--- src/design/tict_div.sv ---
// pipelined restoring divider, one quotient bit per register stage
// depends on nothing; numerator must be below den << QUO_W

module tict_div #(
  parameter int unsigned NUM_W = 59,
  parameter int unsigned DEN_W = 33,
  parameter int unsigned QUO_W = 27
) (
  input  logic             clk_i,
  input  logic             en_i,
  input  logic [NUM_W-1:0] num_i,
  input  logic [DEN_W-1:0] den_i,
  output logic [QUO_W-1:0] quo_o
);

  localparam int unsigned CMP_W = (NUM_W > DEN_W + QUO_W) ? NUM_W : DEN_W + QUO_W;

  logic [NUM_W-1:0] rem_q [QUO_W+1];
  logic [DEN_W-1:0] den_q [QUO_W+1];
  logic [QUO_W-1:0] quo_q [QUO_W+1];

  assign rem_q[0] = num_i;
  assign den_q[0] = den_i;
  assign quo_q[0] = '0;

  for (genvar i = 0; i < QUO_W; i++) begin : g_stage
    logic [CMP_W-1:0] rem_ext;
    logic [CMP_W-1:0] den_sh;
    logic [NUM_W-1:0] rem_d;
    logic             bit_d;

    always_comb begin
      rem_ext = CMP_W'(rem_q[i]);
      den_sh  = CMP_W'(den_q[i]) << (QUO_W - 1 - i);
      bit_d   = (rem_ext >= den_sh);
      rem_d   = bit_d ? NUM_W'(rem_ext - den_sh) : rem_q[i];
    end

    always_ff @(posedge clk_i) begin
      if (en_i) begin
        rem_q[i+1] <= rem_d;
        den_q[i+1] <= den_q[i];
        quo_q[i+1] <= QUO_W'({quo_q[i], bit_d});
      end
    end
  end

  assign quo_o = quo_q[QUO_W];

endmodule

--- config.mk ---
export PLATFORM = sky130hd
export DESIGN_NAME = tict_div
export DESIGN_NICKNAME = d
export VERILOG_FILES = /design/src/design/tict_div.sv
export SDC_FILE = /design/constraint.sdc
export NUM_CORES = 2
export LEC_CHECK = 0
export BUFFER_PORTS_ARGS = -buffer_cell sky130_fd_sc_hd__buf_4
export CAP_MARGIN = 20
export CELL_PAD_IN_SITES_DETAIL_PLACEMENT = 1
export CELL_PAD_IN_SITES_GLOBAL_PLACEMENT = 1
export CORE_MARGIN = 2
export CORE_UTILIZATION = 47
export CTS_CLUSTER_SIZE = 14
export DETAILED_ROUTE_END_ITERATION = 7
export MAX_ROUTING_LAYER = met4
export PLACE_DENSITY = 0.83
export SYNTH_ARGS = -nofsm -noshare
export SYNTH_HDL_FRONTEND = slang
export SYNTH_SLANG_ARGS = --single-unit
--- constraint.sdc ---
create_clock -name clk_i -period 3.8 [get_ports clk_i]
set_input_delay 0.76 -clock clk_i [delete_from_list [all_inputs] [get_ports clk_i]]
set_output_delay 0.76 -clock clk_i [all_outputs]
set_load 0.05 [all_outputs]
==> qor.csv, run 1 <==
metric,value,unit
synth top area cells,"edfxtp_1 56%, ha_1 7.5%, a21oi_1 3.6%",
chip height,567,um
"FFs w/ async S/R, synth",0,%
port bufs,120,
worst_ep grt,g_stage[8].rem_ext[56]$_DFFE_PP_/D,
number of flops mapped to enable cells by yosys,2770,
initial antenna violation count,114,
top-level I/O count,121,
maximum root-to-sink buffer count,4,
number of CTS-inserted buffers,313,
"Seq/Total Area, Yosys",55.8,%
failing step,global routing (5_1_grt),
FP Rows,206,
Ys Warns,0,
Root Buffer,clkbuf_16,
Post-Syn Area,149000,um^2
post-DP HPWL,349000,um
clock sink count,2770,
number of synthesized register bits,2770,
status,did not finish,
WEP type,register data pin,
Initial Util,47.3,%
post-synth cell types,97,
main flop type after synthesis,edfxtp_1,
dpl cell area,165000,um^2
commonest cells in the netlist,"2770 x edfxtp_1, 1164 x inv_1, 1083 x a21oi_1, 1047 x nand2_1, 891 x ha_1",
Syn Nets,14200,
most common cell in the netlist,edfxtp_1,
gp weighted congestion,0.950,
# H-tree levels,5,
largest area contributor in the netlist,edfxtp_1,
Run Error,"[ERROR GRT-0228] Horizontal edge usage exceeds the maximum allowed. (33, 32) usage=65535 limit=3000",
Synth top area share,55.8,%
cell count after synthesis,13200,
Syn Area/Cell,11.3,um^2
largest net degree at the start of global routing,89,
die width,567,um
-- through the flow --
step / hold slack [ns] / cells / setup WS (ns)
2_1_floorplan: 0.400 / 13200 / 0.00744
3_3_place_gp: 0.400 / 18500 / -0.915
3_5_place_dp: 0.405 / 18500 / -1.00
4_1_cts: 0.00685 / 19300 / -0.200
-- timing repair --
item	4_1_cts
setup endpoints to repair	959
pin swaps	137
endpoints found under the hold margin	58
gates cloned	19
buffers inserted	123
gates resized for setup	450
hold buffers	58
-- cells by family after synthesis --
group | count (synthesis) | share of synthesized area (%)
AO/OA/AOI/OAI | 3324 | 13.7
buffers and inverters | 1548 | 4.00
XOR/XNOR | 1064 | 6.26
AND/OR/NAND/NOR | 3470 | 11.4
flip-flops | 2770 | 55.8
adder cells (fa/ha/maj) | 917 | 7.83
multiplexers | 132 | 0.993
==> inputs of run 2 (changes only) <==
Settings changed: CELL_PAD_IN_SITES_DETAIL_PLACEMENT 1 to default, CELL_PAD_IN_SITES_GLOBAL_PLACEMENT 1 to default, CORE_UTILIZATION 47 to 40, CTS_CLUSTER_SIZE 14 to default, MAX_ROUTING_LAYER met4 to default, PLACE_DENSITY 0.83 to default, PLACE_DENSITY_LB_ADDON from default to 0.15.
Clock period 3.8 ns to 4.94 ns, I/O delays scaled along.
==> run 2 against run 1 <==
The run now ends clean. Area after synthesis unchanged. Synthesized cell count unchanged.
==> qor.csv, run 2 <==
metric,value,unit,change
"Setup Fix Bufs, Post-CTS",0,,was 123
Routed WL,417000,um,
worst path buffer plus inverter count,5,,
CTS resizes,0,,was 450
Initial Util,40.1,%,was 47.3%
Synth-to-Final Area Change,12.6,%,
"Hold Vio Cnt, Final",0,,
number of CTS-inserted buffers,326,,was 313
internal reg-to-reg setup slack,0.38,ns,
clock sink count,2770,,unchanged
nets,14600,,
DR WL/cell,22.2,um,
"Cell Chain, Critical Path","inv_1, ha_1, nor2b_1, o21a_1, o21ai_0, a311oi_1, buf_4, o211ai_1, a211oi_1, buf_4, o311ai_0, a2111oi_0, buf_4, nor4b_2, buf_4, nand3_1, xnor2_1",,
Total Routing Usage GR,21.5,%,
GR Overflow Total,0,,
critical path arrival,5.19,ns,
Crit Path Max Fanout,7,,
routed vias,102000,,
sw frac,36.8,%,
Peak Freq,219,MHz,
Hold Path Depth,1,,
critical path required time,5.57,ns,
die width,614,um,was 567 um
commonest cells in the netlist,"2770 x edfxtp_1, 1164 x inv_1, 1083 x a21oi_1, 1047 x nand2_1, 891 x ha_1",,unchanged
Syn Area/Cell,11.3,um^2,unchanged
number of synthesized register bits,2770,,unchanged
Critical Path End Type,flip-flop,,
RSZ-0062 raised after global routing,false,,
largest area contributor in the netlist,edfxtp_1,,unchanged
port bufs,120,,unchanged
Final Cycle Share,92.3,%,
clk_lat worst skew,0.92,ns,
Hold Buf Count CTS,0,,was 58
Syn Nets,14200,,unchanged
worst r2r src,den_q[199]$_DFFE_PP_,,
"Slowest-stage cell, CP",o311ai_0,,
Worst setup startpoint,den_q[199]$_DFFE_PP_,,
setup violators final,0,,
Clock Pin Slew Worst Setup and Hold Paths,0.06,ns,
DRT iter0 DRCs,7811,,
Rel. slew slack,31.6,%,
main flop type after synthesis,edfxtp_1,,unchanged
Switch Pwr,36.8,mW,
initial antenna violation count,15,,
Ys Warns,0,,unchanged
largest net degree at the start of global routing,172,,
# H-tree levels,5,,unchanged
post-DR vias/cell,5.43,,
Root Buffer,clkbuf_16,,unchanged
synth top area cells,"edfxtp_1 56%, ha_1 7.5%, a21oi_1 3.6%",,unchanged
cell family with most CP delay,compound AO/OA/AOI/OAI gates,,
post-placement cell count,18200,,was 18.5k
Int Pwr,63.2,mW,
"most common cell after layout, fill and taps aside",edfxtp_1,,
final critical-path required period,4.56,ns,
CTS tree,yes,,
status,completed,,was did not finish
max-capacitance violation count,0,,
post-DP HPWL,326000,um,was 349000 um
chip height,614,um,was 567 um
FF-to-FF End,g_stage[22].rem_ext[58]$_DFFE_PP_,,
Synth top area share,55.8,%,unchanged
clk_skew,0.0379,ns,
global-route wire length before repair,632000,um,
CP startpoint kind,flip-flop,,
"Largest stage delay, worst path",0.64,ns,
layout cell share with drive strength beyond 1,7.96,%,
fin. max-slew vios,0,,
total die area,377000,um^2,
cell count after synthesis,13200,,unchanged
sequential share of power,37.3,%,
number of flops mapped to enable cells by yosys,2770,,unchanged
First-pass DRT Iterations,6,,
remaining antenna violation count,0,,
pwr/cell area,596,nW/um^2,
vias in the first global route,103000,,
"commonest non-fill, non-tap cells in the layout","2770 x edfxtp_1, 1164 x inv_1, 1080 x a21oi_1",,
Clock power frac,23.6,%,
Setup CP Type,flip-flop to flip-flop,,
HP Class,input port to flip-flop,,
worst vdd ir,0.000285,V,
worst-margin pin slew,1.02,ns,
most common cell in the netlist,edfxtp_1,,unchanged
"FFs w/ async S/R, synth",0,%,unchanged
most frequent CP cell,buf_4,,
Logic pwr share,39.1,%,
cells on worst reg2reg path,17,,
post-synth cell types,97,,unchanged
FP Rows,224,,was 206
top-level I/O count,121,,unchanged
total negative slack,0,ns,
"Seq/Total Area, Yosys",55.8,%,unchanged
Worst Hold Path EP,den_q[874]$_DFFE_PP_,,
gp weighted congestion,0.945,,was 0.950
hold_sp,den_i[16],,
leakage,65.3,nW,
maximum root-to-sink buffer count,4,,unchanged
hold slack final,0.251,ns,
post-route insts no fill,18800,,
max reg flops,1534,,
area of the core,371000,um^2,
DRC violations left,0,,
Post-Syn Area,149000,um^2,unchanged
-- run 2: cell counts after synthesis --
No cell type changed its count.
-- run 2: area by class of cell --
type | count | area, um^2
clock buffer | 396 | 8530
multi-input combinational | 8907 | 60000
timing repair buffer | 404 | 3500
tap | 4972 | 6220
sequential | 2770 | 83200
clock inverter | 197 | 1880
antenna | 19 | 47.5
inverter | 1166 | 4380
fill | 34000 | 204000
-- run 2: kinds of logic after synthesis --
family | share of synthesized area [%]
buf+inv | 4.00
fa+ha+maj | 7.83
simple gates | 11.4
mux | 0.993
compound gates | 13.7
flops | 55.8
xor+xnor | 6.26
-- run 2: how the worst max path moves through the flow --
stage,to,slack [ns],cells after the start
finish,g_stage[22].rem_ext[58]$_DFFE_PP_,0.38,17
global placement,g_stage[18].rem_ext[24]$_DFFE_PP_,0.39,17
floorplan,quo_q[702]$_DFFE_PP_,0.92,14
global route,g_stage[10].rem_ext[53]$_DFFE_PP_,0.07,15
CTS,g_stage[10].rem_ext[52]$_DFFE_PP_,0.37,15
detailed placement,g_stage[10].rem_ext[52]$_DFFE_PP_,0.41,15
-- run 2: per-stage QoR --
stage | area (um^2) | util [%] | setup slack (ns) | total power [mW]
after floorplan | 149000 | - | 0.919 | 63.7
after global placement | 157000 | 42.4 | 0.395 | 76.1
after detailed placement | 157000 | 42.4 | 0.414 | 76.4
after CTS | 168000 | 45.2 | 0.368 | 101
after global routing | 168000 | 45.2 | 0.0731 | 106
final | 168000 | 45.2 | 0.380 | 100
-- run 2: layer usage --
layer  track usage, %  vias to the layer above  routed length, um
li1                 -                    49400                  -
met1             26.9                    49900             177000
met2             38.5                     2245             209000
met3             2.65                      668              16300
met4             7.21                        8              14800
met5                0                        -                 42
-- run 2: power groups by stage --
| stage | sequential [mW] | combinational [mW] | clock (mW) |
|---|---|---|---|
| floorplan | 35.5 | 28.2 | 0 |
| global placement | 37.8 | 38.3 | 0 |
| detailed placement | 37.8 | 38.6 | 0 |
| CTS | 37.3 | 38.9 | 24.4 |
| global route | 37.8 | 43.3 | 25.3 |
| finish | 37.3 | 39.1 | 23.6 |
Power figures use the tool's default switching activity.
