### src/design/tict_isqrt.sv
// pipelined integer square root, one root bit per register stage
// depends on nothing

module tict_isqrt #(
  parameter int unsigned RAD_W = 63
) (
  input  logic                         clk_i,
  input  logic                         en_i,
  input  logic [RAD_W-1:0]             rad_i,
  output logic [(RAD_W+1)/2-1:0]       root_o
);

  localparam int unsigned QW  = (RAD_W + 1) / 2;
  localparam int unsigned PW  = 2 * QW;
  localparam int unsigned RMW = QW + 2;

  logic [PW-1:0]  rad_q  [QW+1];
  logic [RMW-1:0] rem_q  [QW+1];
  logic [QW-1:0]  root_q [QW+1];

  assign rad_q[0]  = PW'(rad_i);
  assign rem_q[0]  = '0;
  assign root_q[0] = '0;

  for (genvar k = 0; k < QW; k++) begin : g_stage
    logic [RMW-1:0] rem_sh;
    logic [RMW-1:0] trial;
    logic [RMW-1:0] rem_d;
    logic [QW-1:0]  root_d;

    always_comb begin
      rem_sh = RMW'({rem_q[k], rad_q[k][PW-1 -: 2]});
      trial  = RMW'({root_q[k], 2'b01});
      if (rem_sh >= trial) begin
        rem_d  = rem_sh - trial;
        root_d = {root_q[k][QW-2:0], 1'b1};
      end else begin
        rem_d  = rem_sh;
        root_d = {root_q[k][QW-2:0], 1'b0};
      end
    end

    always_ff @(posedge clk_i) begin
      if (en_i) begin
        rad_q[k+1]  <= {rad_q[k][PW-3:0], 2'b00};
        rem_q[k+1]  <= rem_d;
        root_q[k+1] <= root_d;
      end
    end
  end

  assign root_o = root_q[QW];

endmodule

### config.mk
export PLATFORM = sky130hd
export DESIGN_NAME = tict_isqrt
export DESIGN_NICKNAME = d
export VERILOG_FILES = /design/src/design/tict_isqrt.sv
export SDC_FILE = /design/constraint.sdc
export NUM_CORES = 2
export LEC_CHECK = 0
export BUFFER_PORTS_ARGS = -buffer_cell sky130_fd_sc_hd__buf_2
export CAP_MARGIN = 20
export CORE_AREA = 5 5 482 484
export CTS_CLUSTER_DIAMETER = 60
export CTS_CLUSTER_SIZE = 20
export DETAILED_ROUTE_END_ITERATION = 10
export DIE_AREA = 0 0 487 489
export PLACE_DENSITY = 0.62
export SYNTH_ARGS = -nofsm -noshare
export SYNTH_HDL_FRONTEND = slang
export SYNTH_SLANG_ARGS = --single-unit
### constraint.sdc
create_clock -name clk_i -period 7.91 [get_ports clk_i]
set_clock_uncertainty 0.1 [all_clocks]
set_input_delay 0.791 -clock clk_i [delete_from_list [all_inputs] [get_ports clk_i]]
set_output_delay 0.791 -clock clk_i [all_outputs]
set_load 0.005 [all_outputs]
## Yosys cells after proc, flatten, opt, wreduce, memory -nomap -nowiden

Cells that the tools add are included.

- $add $sub $neg: 31
- Order comparisons: 32
- Muxes and demuxes: 63

Operators with widths:

| kind | number |
|---|---|
| two-way mux 32 bit | 30 |
| greater-or-equal comparator 34 x 10 -> 1 bit | 1 |
| greater-or-equal comparator 34 x 11 -> 1 bit | 1 |
| greater-or-equal comparator 34 x 12 -> 1 bit | 1 |
| greater-or-equal comparator 34 x 13 -> 1 bit | 1 |
| greater-or-equal comparator 34 x 14 -> 1 bit | 1 |
| greater-or-equal comparator 34 x 15 -> 1 bit | 1 |
| greater-or-equal comparator 34 x 16 -> 1 bit | 1 |
| greater-or-equal comparator 34 x 17 -> 1 bit | 1 |
| greater-or-equal comparator 34 x 18 -> 1 bit | 1 |
| greater-or-equal comparator 34 x 19 -> 1 bit | 1 |
| greater-or-equal comparator 34 x 20 -> 1 bit | 1 |
| greater-or-equal comparator 34 x 21 -> 1 bit | 1 |
| greater-or-equal comparator 34 x 22 -> 1 bit | 1 |
| greater-or-equal comparator 34 x 23 -> 1 bit | 1 |
| greater-or-equal comparator 34 x 24 -> 1 bit | 1 |
| greater-or-equal comparator 34 x 25 -> 1 bit | 1 |
| greater-or-equal comparator 34 x 26 -> 1 bit | 1 |
| greater-or-equal comparator 34 x 27 -> 1 bit | 1 |
| greater-or-equal comparator 34 x 28 -> 1 bit | 1 |
| greater-or-equal comparator 34 x 29 -> 1 bit | 1 |
| greater-or-equal comparator 34 x 3 -> 1 bit | 1 |
| greater-or-equal comparator 34 x 30 -> 1 bit | 1 |
| greater-or-equal comparator 34 x 31 -> 1 bit | 1 |
| 41 further kinds | 73 |

- Register bits after elaboration: 2482
- Input bits: 65
- Output and inout port bits: 32

## Logic depth before layout (Yosys ltp)

- Word-level depth: 2
- Gate-level depth with buffers: 15

## Least setup slack after synthesis

No wires, ideal clock.

- Path kind: register to register
- Start point: register rem_q, in the netlist g_stage[29].rem_sh[7]
- End point: register rem_q, in the netlist g_stage[30].rem_sh[11] (data pin)
- Arrival: 3.023 ns
- Setup slack: 4.517 ns
- Stages on the path, launching flop included: 14
- Buffers on the path: 3
- Period minus slack after synthesis: 3.393 ns
- Path through: edfxtp_1 > ha_1 > clkbuf_1 > a21oi_1 > o21ai_0 > nor3_1 > a21oi_1 > o21ai_0 > o211ai_1 > nand2_1 > o21ai_1 > clkbuf_1 > buf_1 > a21oi_1

- Longest elaborated chain between the ends: 2

RTL lines:

| what | RTL line | RTL |
|---|---|---|
| start: declaration | 18 | `logic [RMW-1:0] rem_q [QW+1];` |
| start signal: indexed assignment | 46 | `rem_q[k+1] <= rem_d;` |
| subtractor 32 x 31 -> 32 bit / greater-or-equal comparator 34 x 31 -> 1 bit (equally long branches) | 35, 34 |  |
| two-way mux 32 bit * | 34 | `if (rem_sh >= trial) begin` |
| net g_stage[29].rem_d[9] | 28 | `logic [RMW-1:0] rem_d;` |

The timed path passes the listed nets; every way through them passes the cells marked *.
A chain may end at the register's enable or synchronous reset.

## Worst setup path in the final report

- Start point: register root_q, in the netlist g_stage[25].trial[2]
- End point: register rem_q, in the netlist g_stage[26].rem_sh[11] (data pin)

- Longest elaborated chain between the ends: 2

RTL lines:

| what | RTL line | RTL |
|---|---|---|
| start: declaration | 19 | `logic [QW-1:0] root_q [QW+1];` |
| start signal: indexed assignment | 47 | `root_q[k+1] <= root_d;` |
| subtractor 32 x 27 -> 32 bit / greater-or-equal comparator 34 x 27 -> 1 bit (equally long branches) | 35, 34 |  |
| two-way mux 32 bit * | 34 |  |
| net g_stage[25].rem_d[9] | 28 |  |

Marked as above.

==> metrics.md <==
| Metric | Value |
|---|---|
| Crit path kind | `reg -> reg` |
| TritonCTS Buffers | `185` |
| Initial antenna violation count | `2` |
| GR met1 Demand/Resource | `0.261` |
| Syn-to-layout area delta | `9.87%` |
| Rel. slew slack | `0.277` |
| Startpoint types | `flop` |
| Synth Register Bits | `2446` |
| WP data required | `8390 ps` |
| Iter 0 DRT Violations | `5485` |
| Longest Clk Path Bufs | `3` |
| Period utilization | `0.547` |
| Post-synthesis sequential area ratio | `0.650` |
| RSZ-0062 raised after global routing | `no` |
| Setup TNS | `0 ps` |
| # fillers | `18.6k` |
| DP Wirelength | `172 mm` |
| Layout Cells excl Fill | `12.0k` |
| R2R depth | `12` |
| Global route total overflow | `0` |
| Endpoints failing setup | `0` |
| Clk pin slew, worst setup/hold paths | `80 ps` |
| Main synth FF type | `edfxtp_1` |
| # hold bufs at CTS | `63` |
| CTS H-tree lvls | `4` |
| Maximum fanout along the worst path | `51` |
| Post-CTS setup repair buffer count | `0` |
| Max_cap viols | `0` |
| Top Ports | `97` |
| Die W | `487 um` |
| VDD IR-drop max | `0.000186 V` |
| Pre-Repair DR Iteration Count | `5` |
| CP Capture Type | `flop` |
| Mapped Area | `0.113 sq mm` |
| Hold Path Depth | `0` |
| Core area | `0.227 sq mm` |
| Clock sinks | `2446` |
| Starting Density | `0.498` |
| Data arrival, critical path | `4810 ps` |
| Final-report hold violation count | `0` |
| Highest achievable clock rate | `231 MHz` |
| FP Rows | `175` |
| CTS tree | `done` |
| Tmin final | `4330 ps` |
| Via count | `65.6k` |
| Vias in the first global route | `63.8k` |
| Mapped Cells | `8573` |
| Worst Hold Class | `reg -> reg` |
| Global Route met2 Usage | `0.338` |
| Vias per std cell | `5.49` |
| Leak Pwr | `47.2 nW` |
| WL final | `235 mm` |
| Outcome | `finished clean` |
| Fin nets | `9442` |
| Clk Latency, worst-skew pair | `830 ps` |
| DIE HEIGHT | `489 um` |
| Placer Congestion | `0.893` |
| Synth Area per Inst | `13.2 sq um` |
| Number of synthesized flops with an enable pin | `2446` |
| Commonest non-fill, non-tap cells in the layout | `edfxtp_1, inv_1, a21oi_1` |
| Top Usage Layer GRT | `met2` |
| Most common cell after layout, fill and taps aside | `edfxtp_1` |
| Netlist cell types | `97` |
| Worst Tran Pin Value | `1080 ps` |
| Mean routed wirelength per cell | `19.7 um` |
| Root Driver | `clkbuf_16` |
| First-pass GRT wire length | `365 mm` |
| Die area | `0.238 sq mm` |
| Buffers on Ports | `96` |
| Fin. max-slew vios | `0` |
| Async SR Flop Fraction | `0` |
| Post-CTS sizing | `0` |
| ANT nets after route | `0` |
| Power Density | `284 mW/mm^2` |
| Share of post-route cells with drive strength above 1 | `0.0737` |
| Residual DRC | `0` |
| Mapped Nets | `9200` |
| Largest net degree at the start of global routing | `175` |
| Cell count after placement | `11.6k` |
| GR Layer Usage met3 | `0.0237` |
| Gr usage total | `0.195` |
| YS warnings | `0` |
-- power by group --
| part | leakage, nW | switching [W] | internal [W] | total, W |
|---|---|---|---|---|
| sequential | 23.5 | 0.00124 | 0.0165 | 0.0177 |
| combinational | 20.6 | 0.00448 | 0.00335 | 0.00783 |
| clock | 3.04 | 0.00482 | 0.00486 | 0.00968 |
-- worst max-delay path, cell delays in order, from the launching register on --
cell and delay, ps:
edfxtp_1 540, inv_1 90, ha_1 350, nor2b_1 230, o2111ai_1 170, and3_1 240
o31ai_1 680, o21bai_1 290, a21oi_1 140, o21a_1 230, o21ai_4 110, buf_4 470
mux2_2 420
-- cell type report --
cell class              instances  area (sq um)  area share
flip-flops and latches       2446         73500       0.592
multi-input cells            5273         36300       0.292
clock buffers                 196          4730      0.0382
well taps                    3009          3760      0.0303
inverters                     705          2650      0.0213
repair buffers                204          1660      0.0134
clock inverters               120          1530      0.0123
diodes                          3          7.51   0.0000605
-- path summary, 6_finish.rpt --
check	startpoint	endpoint	slack [ps]
worst max-delay path	g_stage[25].trial[2]$_DFFE_PP_	g_stage[26].rem_sh[11]$_DFFE_PP_	3580
worst min-delay path	rad_q[1142]$_DFFE_PP_	rad_q[1080]$_DFFE_PP_	310
worst max register to register	g_stage[25].trial[2]$_DFFE_PP_	g_stage[26].rem_sh[11]$_DFFE_PP_	3580
worst min register to register	rad_q[1142]$_DFFE_PP_	rad_q[1080]$_DFFE_PP_	310
-- logic make-up after synthesis --
| logic type | share of synthesized area |
|---|---|
| compound gates | 0.0911 |
| xor+xnor | 0.0603 |
| fa+ha+maj | 0.0623 |
| buf+inv | 0.0289 |
| flops | 0.650 |
| mux | 0.0121 |
| other cells | 0.0000332 |
| simple gates | 0.0948 |
-- synth_stat cells, types with 42 or more instances --
cell type	instances	share of area
mux2_2	112	0.011
o31ai_1	44	0.0029
nand4_1	98	0.0054
nor2b_1	82	0.0045
ha_1	562	0.062
o21bai_1	53	0.0035
o21a_1	116	0.0077
xnor2_1	433	0.034
nor4_1	100	0.0055
inv_1	701	0.023
nand2_1	491	0.016
or3_1	98	0.0054
a21oi_1	592	0.026
a21o_1	210	0.014
nor2_1	566	0.019
edfxtp_1	2446	0.65
xor2_1	345	0.027
nor3_1	199	0.0088
or2_2	42	0.0023
nand2b_1	104	0.0058
clkbuf_1	115	0.0038
o21ai_0	377	0.017
nand3_1	140	0.0062
-- metrics by stage --
step                      cell area, sq um  worst slack, ps  power [W]   util  hold slack (ps)
after detailed placement            117000             3560     0.0258  0.516              305
after global routing                124000             3370     0.0371  0.547              308
after global placement              117000             3590     0.0257  0.516              300
after floorplan                     113000             4520     0.0232      -              300
after CTS                           124000             3550     0.0356  0.547              313
final                               124000             3580     0.0352  0.547              310
-- per-layer routing --
metal | wire length (um) | up-vias
met3 | 8450 | 342
li1 | - | 32100
met1 | 104000 | 31900
met5 | 0 | -
met4 | 6130 | 0
met2 | 116000 | 1275
-- sequential cells by signal, summed over array words and instances (netlist names) --
register / cells
g_stage.rem_sh: 988
g_stage.trial: 496
rad_q: 930
root_o: 32
(Power assumes the default switching activity.)
